==> src/rtl/bqwm_pkg.sv <==
package bqwm_pkg;

  localparam int SAMPLE_W = 16;
  localparam int CH_W     = 3;
  localparam int COEF_W   = 18;
  localparam int WET_W    = 15;
  localparam int HIST_Y_W = 32;
  localparam int CFG_A_W  = 3;

  // shared multiplier: 33 x 18 signed
  localparam int MUL_A_W  = 33;
  localparam int MUL_B_W  = 18;
  localparam int PROD_W   = MUL_A_W + MUL_B_W;
  // filter sum of five products stays below 2^50
  localparam int FILT_W   = 52;
  localparam int ACC_W    = 64;
  // low slice of the filter/dry difference used in the split mix product
  localparam int LO_W     = 24;

  localparam int PC_W     = 4;
  localparam logic [PC_W-1:0] STEP_IDLE  = 4'd0;
  localparam logic [PC_W-1:0] STEP_FIRST = 4'd1;

  localparam logic signed [ACC_W-1:0] HIST_Y_MAX = 64'sd2147483647;
  localparam logic signed [ACC_W-1:0] HIST_Y_MIN = -64'sd2147483648;
  localparam logic signed [ACC_W-1:0] OUT_MAX    = 64'sd32767;
  localparam logic signed [ACC_W-1:0] OUT_MIN    = -64'sd32768;

  typedef enum logic [CFG_A_W-1:0] {
    REG_A0  = 3'd0,
    REG_A1  = 3'd1,
    REG_A2  = 3'd2,
    REG_B1  = 3'd3,
    REG_B2  = 3'd4,
    REG_WET = 3'd5
  } reg_idx_t;

  typedef enum logic [2:0] {
    MUL_NONE,
    MUL_A0X,
    MUL_A1X1,
    MUL_A2X2,
    MUL_B1Y1,
    MUL_B2Y2,
    MUL_WLO,
    MUL_WHI
  } mul_sel_t;

  typedef enum logic [2:0] {
    ACC_NOP,
    ACC_LOAD,
    ACC_ADD,
    ACC_SUB,
    ACC_ADD_HI,
    ACC_DIFF,
    ACC_MIX
  } acc_op_t;

  typedef enum logic [1:0] {
    COND_NEXT,
    COND_IN,
    COND_OUT
  } cond_t;

  typedef struct packed {
    mul_sel_t        mul;
    acc_op_t         acc;
    cond_t           cond;
    logic [PC_W-1:0] tgt;
  } uop_t;

  typedef struct packed {
    logic signed [COEF_W-1:0] a0;
    logic signed [COEF_W-1:0] a1;
    logic signed [COEF_W-1:0] a2;
    logic signed [COEF_W-1:0] b1;
    logic signed [COEF_W-1:0] b2;
    logic        [WET_W-1:0]  wet;
  } coef_t;

  typedef struct packed {
    logic signed [SAMPLE_W-1:0] x1;
    logic signed [SAMPLE_W-1:0] x2;
    logic signed [HIST_Y_W-1:0] y1;
    logic signed [HIST_Y_W-1:0] y2;
  } hist_t;

  // control store; product lands in prod_r in the step after its MUL
  function automatic uop_t ucode(input logic [PC_W-1:0] pc);
    uop_t u;
    u.mul  = MUL_NONE;
    u.acc  = ACC_NOP;
    u.cond = COND_NEXT;
    u.tgt  = STEP_IDLE;
    unique case (pc)
      4'd0: begin
        u.cond = COND_IN;
        u.tgt  = STEP_FIRST;
      end
      4'd1:  u.mul = MUL_A0X;
      4'd2: begin
        u.mul = MUL_A1X1;
        u.acc = ACC_LOAD;
      end
      4'd3: begin
        u.mul = MUL_A2X2;
        u.acc = ACC_ADD;
      end
      4'd4: begin
        u.mul = MUL_B1Y1;
        u.acc = ACC_ADD;
      end
      4'd5: begin
        u.mul = MUL_B2Y2;
        u.acc = ACC_SUB;
      end
      4'd6:  u.acc = ACC_SUB;
      4'd7:  u.acc = ACC_DIFF;
      4'd8:  u.mul = MUL_WLO;
      4'd9: begin
        u.mul = MUL_WHI;
        u.acc = ACC_LOAD;
      end
      4'd10: u.acc = ACC_ADD_HI;
      4'd11: u.acc = ACC_MIX;
      4'd12: begin
        u.cond = COND_OUT;
        u.tgt  = STEP_IDLE;
      end
      default: begin
        u.cond = COND_NEXT;
        u.tgt  = STEP_IDLE;
      end
    endcase
    return u;
  endfunction

endpackage

==> src/rtl/bqwm_mac.sv <==
module bqwm_mac
  import bqwm_pkg::*;
#(
  parameter int FRAC_BITS = 14
) (
  input  logic                       clk,
  input  uop_t                       uop,
  input  logic signed [SAMPLE_W-1:0] x,
  input  hist_t                      hist,
  input  coef_t                      coef,
  output logic signed [ACC_W-1:0]    acc
);

  // width of (filtered - dry)
  localparam int D_W = FILT_W - FRAC_BITS;

  logic signed [MUL_A_W-1:0] mul_a;
  logic signed [MUL_B_W-1:0] mul_b;
  logic signed [PROD_W-1:0]  prod_r;
  logic signed [ACC_W-1:0]   acc_r;
  logic signed [D_W-1:0]     d_r;

  always_comb begin
    unique case (uop.mul)
      MUL_A0X: begin
        mul_a = MUL_A_W'($signed(x));
        mul_b = coef.a0;
      end
      MUL_A1X1: begin
        mul_a = MUL_A_W'($signed(hist.x1));
        mul_b = coef.a1;
      end
      MUL_A2X2: begin
        mul_a = MUL_A_W'($signed(hist.x2));
        mul_b = coef.a2;
      end
      MUL_B1Y1: begin
        mul_a = MUL_A_W'($signed(hist.y1));
        mul_b = coef.b1;
      end
      MUL_B2Y2: begin
        mul_a = MUL_A_W'($signed(hist.y2));
        mul_b = coef.b2;
      end
      // difference split: unsigned low slice, signed high slice
      MUL_WLO: begin
        mul_a = $signed({{(MUL_A_W-LO_W){1'b0}}, d_r[LO_W-1:0]});
        mul_b = $signed({{(MUL_B_W-WET_W){1'b0}}, coef.wet});
      end
      MUL_WHI: begin
        mul_a = MUL_A_W'($signed(d_r[D_W-1:LO_W]));
        mul_b = $signed({{(MUL_B_W-WET_W){1'b0}}, coef.wet});
      end
      default: begin
        mul_a = '0;
        mul_b = '0;
      end
    endcase
  end

  always_ff @(posedge clk) begin
    prod_r <= mul_a * mul_b;
    unique case (uop.acc)
      ACC_LOAD:   acc_r <= ACC_W'(prod_r);
      ACC_ADD:    acc_r <= acc_r + ACC_W'(prod_r);
      ACC_SUB:    acc_r <= acc_r - ACC_W'(prod_r);
      ACC_ADD_HI: acc_r <= acc_r + (ACC_W'(prod_r) <<< LO_W);
      ACC_DIFF:   d_r   <= D_W'((acc_r >>> FRAC_BITS) - ACC_W'($signed(x)));
      ACC_MIX:    acc_r <= ACC_W'($signed(x)) + (acc_r >>> FRAC_BITS);
      default: begin
      end
    endcase
  end

  assign acc = acc_r;

endmodule

==> src/rtl/biquad_filter_wet_mix_unit.sv <==
// channel | dir | handshake              | payload
// in      | in  | in_tvalid / in_tready  | tdata: sample_in; tuser: channel
// out     | out | out_tvalid / out_tready| tdata: sample_out; tuser: channel_out
// cfg     | in  | cfg_we                 | cfg_addr index, cfg_wdata value
//
// Each word is accepted by the idle step; then 12 microcode steps run seven
// products through the single shared 33x18 multiplier and accumulator.
// Result goes to an output register; the sequencer stalls in its last step
// only while that register is still full. Next word is taken once back idle.
// Reset (rst_n, synchronous) clears coefficients, history valid bits,
// out_tvalid and the sequencer; history of an unwritten channel reads as zero.
module biquad_filter_wet_mix_unit
  import bqwm_pkg::*;
#(
  parameter int MAX_CHANNELS = 8,
  parameter int FRAC_BITS    = 14
) (
  input  logic                clk,
  input  logic                rst_n,
  input  logic                in_tvalid,
  output logic                in_tready,
  input  logic [15:0]         in_tdata,   // [15:0] sample_in
  input  logic [CH_W-1:0]     in_tuser,   // [2:0] channel
  output logic                out_tvalid,
  input  logic                out_tready,
  output logic [15:0]         out_tdata,  // [15:0] sample_out
  output logic [CH_W-1:0]     out_tuser,  // [2:0] channel_out
  input  logic                cfg_we,
  input  logic [CFG_A_W-1:0]  cfg_addr,
  input  logic [COEF_W-1:0]   cfg_wdata
);

  localparam int CH_AW = (MAX_CHANNELS > 1) ? $clog2(MAX_CHANNELS) : 1;

  logic [PC_W-1:0]             pc_r, pc_nxt;
  uop_t                        uop;
  logic signed [SAMPLE_W-1:0]  x_r;
  logic [CH_W-1:0]             ch_r;
  coef_t                       coef_r;
  hist_t                       hist_mem [MAX_CHANNELS];
  logic [MAX_CHANNELS-1:0]     hist_vld_r;
  hist_t                       rd_r;
  hist_t                       wr_hist;
  logic                        ch_ok;
  logic [CH_AW-1:0]            ch_idx;
  logic                        in_acc;
  logic                        out_free;
  logic                        commit;
  logic signed [ACC_W-1:0]     acc;
  logic signed [HIST_Y_W-1:0]  y_sat;
  logic signed [SAMPLE_W-1:0]  y_out;
  logic                        out_tvalid_r;
  logic [15:0]                 out_data_r;
  logic [CH_W-1:0]             out_ch_r;

  assign uop      = ucode(pc_r);
  assign in_tready = (uop.cond == COND_IN);
  assign in_acc   = in_tvalid && in_tready;
  assign out_free = !out_tvalid_r || out_tready;
  assign commit   = (uop.cond == COND_OUT) && out_free;
  assign ch_ok    = (int'(ch_r) < MAX_CHANNELS);
  assign ch_idx   = CH_AW'(ch_r);

  always_comb begin
    unique case (uop.cond)
      COND_IN:  pc_nxt = in_acc ? uop.tgt : pc_r;
      COND_OUT: pc_nxt = out_free ? uop.tgt : pc_r;
      default:  pc_nxt = PC_W'(pc_r + 1'b1);
    endcase
  end

  always_ff @(posedge clk) begin
    if (!rst_n) begin
      pc_r <= STEP_IDLE;
    end else begin
      pc_r <= pc_nxt;
    end
  end

  always_ff @(posedge clk) begin
    if (in_acc) begin
      x_r  <= $signed(in_tdata);
      ch_r <= in_tuser;
    end
  end

  always_ff @(posedge clk) begin
    if (!rst_n) begin
      coef_r <= '0;
    end else if (cfg_we) begin
      case (cfg_addr)
        REG_A0:  coef_r.a0  <= $signed(cfg_wdata);
        REG_A1:  coef_r.a1  <= $signed(cfg_wdata);
        REG_A2:  coef_r.a2  <= $signed(cfg_wdata);
        REG_B1:  coef_r.b1  <= $signed(cfg_wdata);
        REG_B2:  coef_r.b2  <= $signed(cfg_wdata);
        REG_WET: coef_r.wet <= cfg_wdata[WET_W-1:0];
        default: begin
        end
      endcase
    end
  end

  // history store: registered read at the current channel every cycle
  always_ff @(posedge clk) begin
    rd_r <= (ch_ok && hist_vld_r[ch_idx]) ? hist_mem[ch_idx] : '0;
    if (commit && ch_ok) begin
      hist_mem[ch_idx] <= wr_hist;
    end
  end

  always_ff @(posedge clk) begin
    if (!rst_n) begin
      hist_vld_r <= '0;
    end else if (commit && ch_ok) begin
      hist_vld_r[ch_idx] <= 1'b1;
    end
  end

  bqwm_mac #(
    .FRAC_BITS (FRAC_BITS)
  ) u_mac (
    .clk  (clk),
    .uop  (uop),
    .x    (x_r),
    .hist (rd_r),
    .coef (coef_r),
    .acc  (acc)
  );

  always_comb begin
    priority if (acc > HIST_Y_MAX) begin
      y_sat = HIST_Y_W'(HIST_Y_MAX);
    end else if (acc < HIST_Y_MIN) begin
      y_sat = HIST_Y_W'(HIST_Y_MIN);
    end else begin
      y_sat = HIST_Y_W'(acc);
    end
    priority if (acc > OUT_MAX) begin
      y_out = SAMPLE_W'(OUT_MAX);
    end else if (acc < OUT_MIN) begin
      y_out = SAMPLE_W'(OUT_MIN);
    end else begin
      y_out = SAMPLE_W'(acc);
    end
    wr_hist.x1 = x_r;
    wr_hist.x2 = rd_r.x1;
    wr_hist.y1 = y_sat;
    wr_hist.y2 = rd_r.y1;
  end

  always_ff @(posedge clk) begin
    if (!rst_n) begin
      out_tvalid_r <= 1'b0;
    end else if (commit) begin
      out_tvalid_r <= 1'b1;
    end else if (out_tready) begin
      out_tvalid_r <= 1'b0;
    end
  end

  always_ff @(posedge clk) begin
    if (commit) begin
      out_data_r <= y_out;
      out_ch_r   <= ch_r;
    end
  end

  assign out_tvalid = out_tvalid_r;
  assign out_tdata  = out_data_r;
  assign out_tuser  = out_ch_r;

endmodule
==> config.mk <==
export PLATFORM = sky130hd
export DESIGN_NAME = biquad_filter_wet_mix_unit
export DESIGN_NICKNAME = d
export VERILOG_FILES = /design/src/rtl/bqwm_pkg.sv /design/src/rtl/bqwm_mac.sv /design/src/rtl/biquad_filter_wet_mix_unit.sv
export SDC_FILE = /design/constraint.sdc
export NUM_CORES = 2
export LEC_CHECK = 0
export BUFFER_PORTS_ARGS = -buffer_cell sky130_fd_sc_hd__clkbuf_2
export CORE_MARGIN = 5
export CORE_UTILIZATION = 45
export CTS_CLUSTER_DIAMETER = 80
export CTS_CLUSTER_SIZE = 30
export DETAILED_ROUTE_END_ITERATION = 6
export HOLD_SLACK_MARGIN = 0.12
export MAX_ROUTING_LAYER = met4
export SLEW_MARGIN = 20
export SYNTH_ARGS = -nofsm -noshare
export SYNTH_HDL_FRONTEND = slang
export SYNTH_SLANG_ARGS = --single-unit
==> constraint.sdc <==
create_clock -name clk -period 8.9 [get_ports clk]
set_input_delay 0.445 -clock clk [delete_from_list [all_inputs] [get_ports clk]]
set_output_delay 0.445 -clock clk [all_outputs]
set_load 0.02 [all_outputs]
# After elaboration in Yosys (flattened, before gate mapping)
# Memory sizes are Yosys's and may differ from the RTL's. A register that Yosys moved wholly into a read port is not among the register bits.
# Index checks and enable logic that the tools add are counted.
# totals
register_bits	309
latch_bits	0
mem_bits_rw	768
rom_bits	0
input_bits	45
out_inout_bits	21
word_cells	106
memories	1
# mem_list
name	depth	word_bits	rd	rd_clocked_by_memory_dff	wr	line_no	rtl
hist_mem	8	96	1	1	1	biquad_filter_wet_mix_unit.sv:40	hist_t hist_mem [MAX_CHANNELS];
# classes
add_sub_neg	6
mul	1
n_div	0
order_cmp	6
n_eq_ne	34
n_shift	0
muxes	20
bitwise	1
reduce_logical	21
# op_table
cell	count
case mux 64 bit (5 select lines)	1
case mux 33 bit (7 select lines)	1
case mux 18 bit (6 select lines)	1
adder 64 x 51 -> 64 bit	1
adder 64 bit	1
greater-than comparator 64 x 16 -> 1 bit (second input constant)	1
greater-than comparator 64 x 32 -> 1 bit (second input constant)	1
less-than comparator 64 x 16 -> 1 bit (second input constant)	1
less-than comparator 64 x 32 -> 1 bit (second input constant)	1
2-to-1 mux 32 bit	2
subtractor 64 x 51 -> 64 bit	1
adder 16 x 50 -> 51 bit	1
multiplier 33 x 18 -> 51 bit	1
subtractor 38 x 16 -> 38 bit	1
equality test 3 bit (second input constant)	9
case mux 3 bit (7 select lines)	1
equality test 4 bit (second input constant)	5
equality test 3 x 2 -> 1 bit (second input constant)	6
case mux 3 bit (6 select lines)	1
equality test 4 x 3 -> 1 bit (second input constant)	4
2-to-1 mux 16 bit	1
AND reduction 2 bit	7
case mux 6 bit (2 select lines)	1
equality test 3 x 1 -> 1 bit (second input constant)	3
23 further kinds	36

# Longest topological paths before layout
# logic_depth
ltp_word	6
ltp_mapped	36
ltp_nobuf	33

# Modules after synthesis
# Synthesis repeated with hierarchy kept, for this count alone.
# hier_totals
cells_unflattened	6663
hier_area_um2	75776.4
# by_module_without_submodules
module	instances	cells_per_inst	area_per_inst_um2	seq_area_each_um2
bqwm_mac	1	4658	38414.3	4083.9
biquad_filter_wet_mix_unit	1	2005	37362.1	28487.3

# Least setup slack after synthesis
# No wires, ideal clock.
# synth_timing
path_type	register -> register
from	reg pc_r[2]
to	mem hist_mem[1][0] (netlist bit) (enable)
setup_time_ns	0.670
t_arrival_ns	8.951
t_required_ns	8.230
slack_ns	-0.721
stages_incl_launch_ff	9
n_path_buf	2
period_less_slack_ns	9.621
path_cell_list	dfxtp_1 > clkbuf_1 > clkbuf_1 > nand3_1 > inv_1 > ha_1 > nor2b_1 > nand2_1 > nor3_1
# synth_via
elab_chain_cells	6
elab_cells_between_ends	7
cone_classes	eq/ne (2); mux (3); reduce/logical (2)
# synth_lines
item	line_no	rtl
from (decl)	biquad_filter_wet_mix_unit.sv:35	logic [PC_W-1:0] pc_r, pc_nxt;
from (signal assigned)	biquad_filter_wet_mix_unit.sv:76	pc_r <= pc_nxt;
equality test 4 bit / logical NOT 4 bit (equally long branches)	bqwm_pkg.sv:95	unique case (pc)
case mux 6 bit (2 select lines) *	bqwm_pkg.sv:95	
equality test 2 bit *	biquad_filter_wet_mix_unit.sv:60	assign commit = (uop.cond == COND_OUT) && out_free;
logical AND 1 bit *	biquad_filter_wet_mix_unit.sv:60	
net commit	biquad_filter_wet_mix_unit.sv:48	logic commit;
2-to-1 mux 1 bit *	biquad_filter_wet_mix_unit.sv:107	if (commit && ch_ok) begin
2-to-1 mux 1 bit (not written as such) *	biquad_filter_wet_mix_unit.sv:108	hist_mem[ch_idx] <= wr_hist;
to (decl)	biquad_filter_wet_mix_unit.sv:40	
# Mark *: on every way through the listed nets, which the timed path passes. The rest lies on a longest branch.

# Worst setup path after layout
# layout_timing
from	reg pc_r[0]
to	reg u_mac.prod_r[48]
# layout_via
elab_chain_cells	6
elab_cells_between_ends	19
cone_classes	mul (1); eq/ne (14); mux (3); reduce/logical (1)
# layout_lines
item	line_no	rtl
equality test 4 bit, or another cell as far along	bqwm_pkg.sv:95	
case mux 3 bit (7 select lines) *	bqwm_pkg.sv:95	
equality test 3 bit	bqwm_mac.sv:24	unique case (uop.mul)
OR reduction 2 bit (no line)	n/a	
case mux 18 bit (6 select lines)	bqwm_mac.sv:24	
multiplier 33 x 18 -> 51 bit *	bqwm_mac.sv:62	prod_r <= mul_a * mul_b;
to (signal assigned)	bqwm_mac.sv:62	
to (decl)	bqwm_mac.sv:19	logic signed [PROD_W-1:0] prod_r;
# Mark *: on every way between the ends. The rest lies on a longest branch, timed or not.
# A chain may end at the register's enable or synchronous reset.

==> run_results.csv <==
group,metric,value,unit
power,swShare,46.2,%
power,clkPwrFrac,13.4,%
synthesis,netlist_instances,6661,
timing,timing_hold_violations_final,0,
drt,viasPerCell,5.87,
timing,setup_violations,0,
power,p_int,0.0125,W
power,p_seq_share,29.8,%
clock_network,h-tree-depth,2,
place,place_hpwl,172000,um
synthesis,synthMostInstantiatedCell,"edfxtp_1",
run,max_cap_violations,0,
global_routing,grt_max_degree,121,
cells_and_area,area_delta_synth_final,8.07,%
power,leakage,31.2,nW
timing,period_share,95.8,%
cells_and_area,diodes,0,
critical_path,max_stage_delay,0.63,ns
run_status,violations,"design-rule violations",
power,pwr_density_cell,285,nW/um^2
synthesis,synth_nets,7586,
clock_network,clk_path_buf_depth,3,
floorplanning,ios,66,
clock_network,clk_pin_slew,0.11,ns
floorplanning,start_util,45.2,%
drt,drc,14,
timing,hold_ws,0.339,ns
power,combPwrFrac,56.8,%
synthesis,avgSynthCellArea,11.3,um^2
synthesis,synth.area.top_cells,"edfxtp_1, fa_1, dfxtp_1, mux4_2, ha_1",
synthesis,async_flop_share,0,%
critical_path,crit_path_end_kind,"register",
global_routing,grt_overflow,0,
global_routing,grt_pass1_vias,52000,
drt,wirelength,233000,um
timing,timing.fmax,117,MHz
critical_path,slowest_stage,"fa_1",
cells_and_area,final_area,81500,um^2
floorplanning,core_area,167000,um^2
clock_network,cts_sinks,1173,
floorplanning,die_area,176000,um^2
place,port_buffers,65,
synthesis,ys_warn_count,0,
synthesis,synth.top_cell.area_share,36.2,%
critical_path,worstSetupStartpointType,"register",
cells_and_area,nNetsFinal,7625,
floorplanning,die_y,419,um
timing,post-route-min-period,8.53,ns
synthesis,synth-seq-cells,1173,
timing,relSlewSlack,27.2,%
power,ir_drop,0.393,mV
cells_and_area,final_util,48.9,%
global_routing,grt_pass1_wl,349000,um
cells_and_area,drive_above_1_share,9.95,%
min_path,hp-class,"input pin to register",
clock_network,clock-root-buffer,"clkbuf_16",
place,routabilityCongestion,0.959,
critical_path,cp_common_cell,"fa_1",
drt,drt_iter0_markers,6058,
clock_network,cts_tree,"yes",
synthesis,synth-edff-count,908,
drt,detail-route-antenna-nets,0,
synthesis,netlist_area,75400,um^2
drt,routedWlPerCell,26.1,um
synthesis,synth_cell_types,101,
critical_path,crit_required,9.52,ns
timing,clock_skew,0.0490,ns
global_routing,antenna_found_initial,2,
clock_network,cts-buffers-inserted,53,
clock_network,clkLatencyLatePin,0.70,ns
drt,num_vias,52500,
timing,worst-slew-pin-transition,1.09,ns
place,dpl_cell_area,79100,um^2
power,switching_power,0.0107,W
synthesis,synthTopCellsByCount,"edfxtp_1, nand2_1, inv_1",
timing,maxSlewViolCount,0,
global_routing,grt_use_total,27.3,%
synthesis,synth_top_cell_by_area,"edfxtp_1",
critical_path,arrival,9.15,ns
synthesis,yosysSeqAreaShare,43.2,%
critical_path,critPathKind,"register to register",
drt,dr.pass1.iters,7,
synthesis,ys.flop_type,"edfxtp_1",
floorplanning,num_rows,150,
run_status,status,"finished with violations",
floorplanning,die_x,419,um
critical_path,path_max_fanout,33,
==> per-stage QoR <==
stage / setup WS, ns / power [W] / setup TNS [ns] / cells
after floorplan: 0.624 / 0.0161 / 0 / 6661
after detailed placement: 0.0161 / 0.0199 / 0 / 8807
after CTS: 0.108 / 0.0231 / 0 / 8946
after global routing: -0.0260 / 0.0246 / -0.0260 / 8948
final: 0.373 / 0.0233 / 0 / 8948
after global placement: 0.0695 / 0.0199 / 0 / 8807
==> path summary, 6_finish.rpt <==
| check | cells after the start | slack (ns) | endpoint | from |
|---|---|---|---|---|
| min reg2reg | 2 | 0.47 | coef_r[55] | coef_r[55] |
| max reg2reg | 33 | 0.37 | u_mac.prod_r[48] | pc_r[0] |
| max | 33 | 0.37 | u_mac.prod_r[48] | pc_r[0] |
| min | 5 | 0.34 | coef_r[11] | cfg_addr[2] |
==> power by group through the flow <==
stage	clock, W	sequential [W]	combinational (W)
2_1_floorplan	0	0.00672	0.00933
3_3_place_gp	0	0.00705	0.0128
3_5_place_dp	0	0.00705	0.0129
4_1_cts	0.00318	0.00692	0.0130
5_1_grt	0.00339	0.00693	0.0143
6_report	0.00312	0.00694	0.0132
==> state kept, by name, indices dropped and copies added (netlist names), 4 cells and up <==
signal	cells
coef_r	105
hist_mem	768
hist_vld_r	8
out_tdata	16
pc_r	4
rd_r	96
u_mac.acc	64
u_mac.d_r	38
u_mac.prod_r	51
x_r	16
==> cells in the final DEF (no fill, tap or decap), types with 166 or more instances in the layout <==
master	synthesis	layout
edfxtp_1	908	908
nand2_1	787	786
inv_1	773	772
nor2_1	583	572
fa_1	562	562
ha_1	318	317
dfxtp_1	265	265
a21oi_1	262	261
buf_4	1	200
mux4_2	194	194
xnor2_1	166	166
==> repair_timing <==
item / in CTS / in global routing
buffers inserted: 2 / 2
gates resized for setup: 1 / 35
hold buffers: 38 / 0
hold endpoints to repair: 125 / 0
endpoints found under the setup margin: 2 / 15
pin swaps: 1 / 3
==> metal layers <==
layer / GRT usage [%] / routed length [um] / vias up
li1: - / - / 23200
met1: 40.1 / 104000 / 26900
met2: 40.6 / 104000 / 2214
met3: 3.63 / 18900 / 282
met4: 6.27 / 6650 / 0
met5: - / 0 / -
==> logic make-up (layout without fill, tap and decap cells) <==
group | Yosys count | count (layout) | share of synthesized area [%]
compound gates | 1105 | 1105 | 10.1
xor+xnor | 259 | 259 | 3.02
fa+ha+maj | 880 | 880 | 20.2
buf+inv | 1107 | 1190 | 5.53
flops | 1173 | 1173 | 43.2
mux | 307 | 307 | 7.29
simple gates | 1830 | 1830 | 10.7
==> worst max-delay path, delay by kind of cell, from the launching register on <==
kind / cells / cell delay [ns]
compound gates: 10 / 1.90
buf+inv: 9 / 1.20
fa+ha+maj: 8 / 3.88
simple gates: 6 / 1.05
flops: 1 / 0.38
==> area by class of cell <==
type                            count  area [um^2]
Clock inverter                     20          390
Multi-Input combinational cell   4381        39000
Inverter                          775         2910
Clock buffer                       79         1470
Fill cell                       15000        85300
Timing Repair Buffer              316         2460
Tap cell                         2204         2760
Sequential cell                  1173        32600
Power figures use the tool's default switching activity.
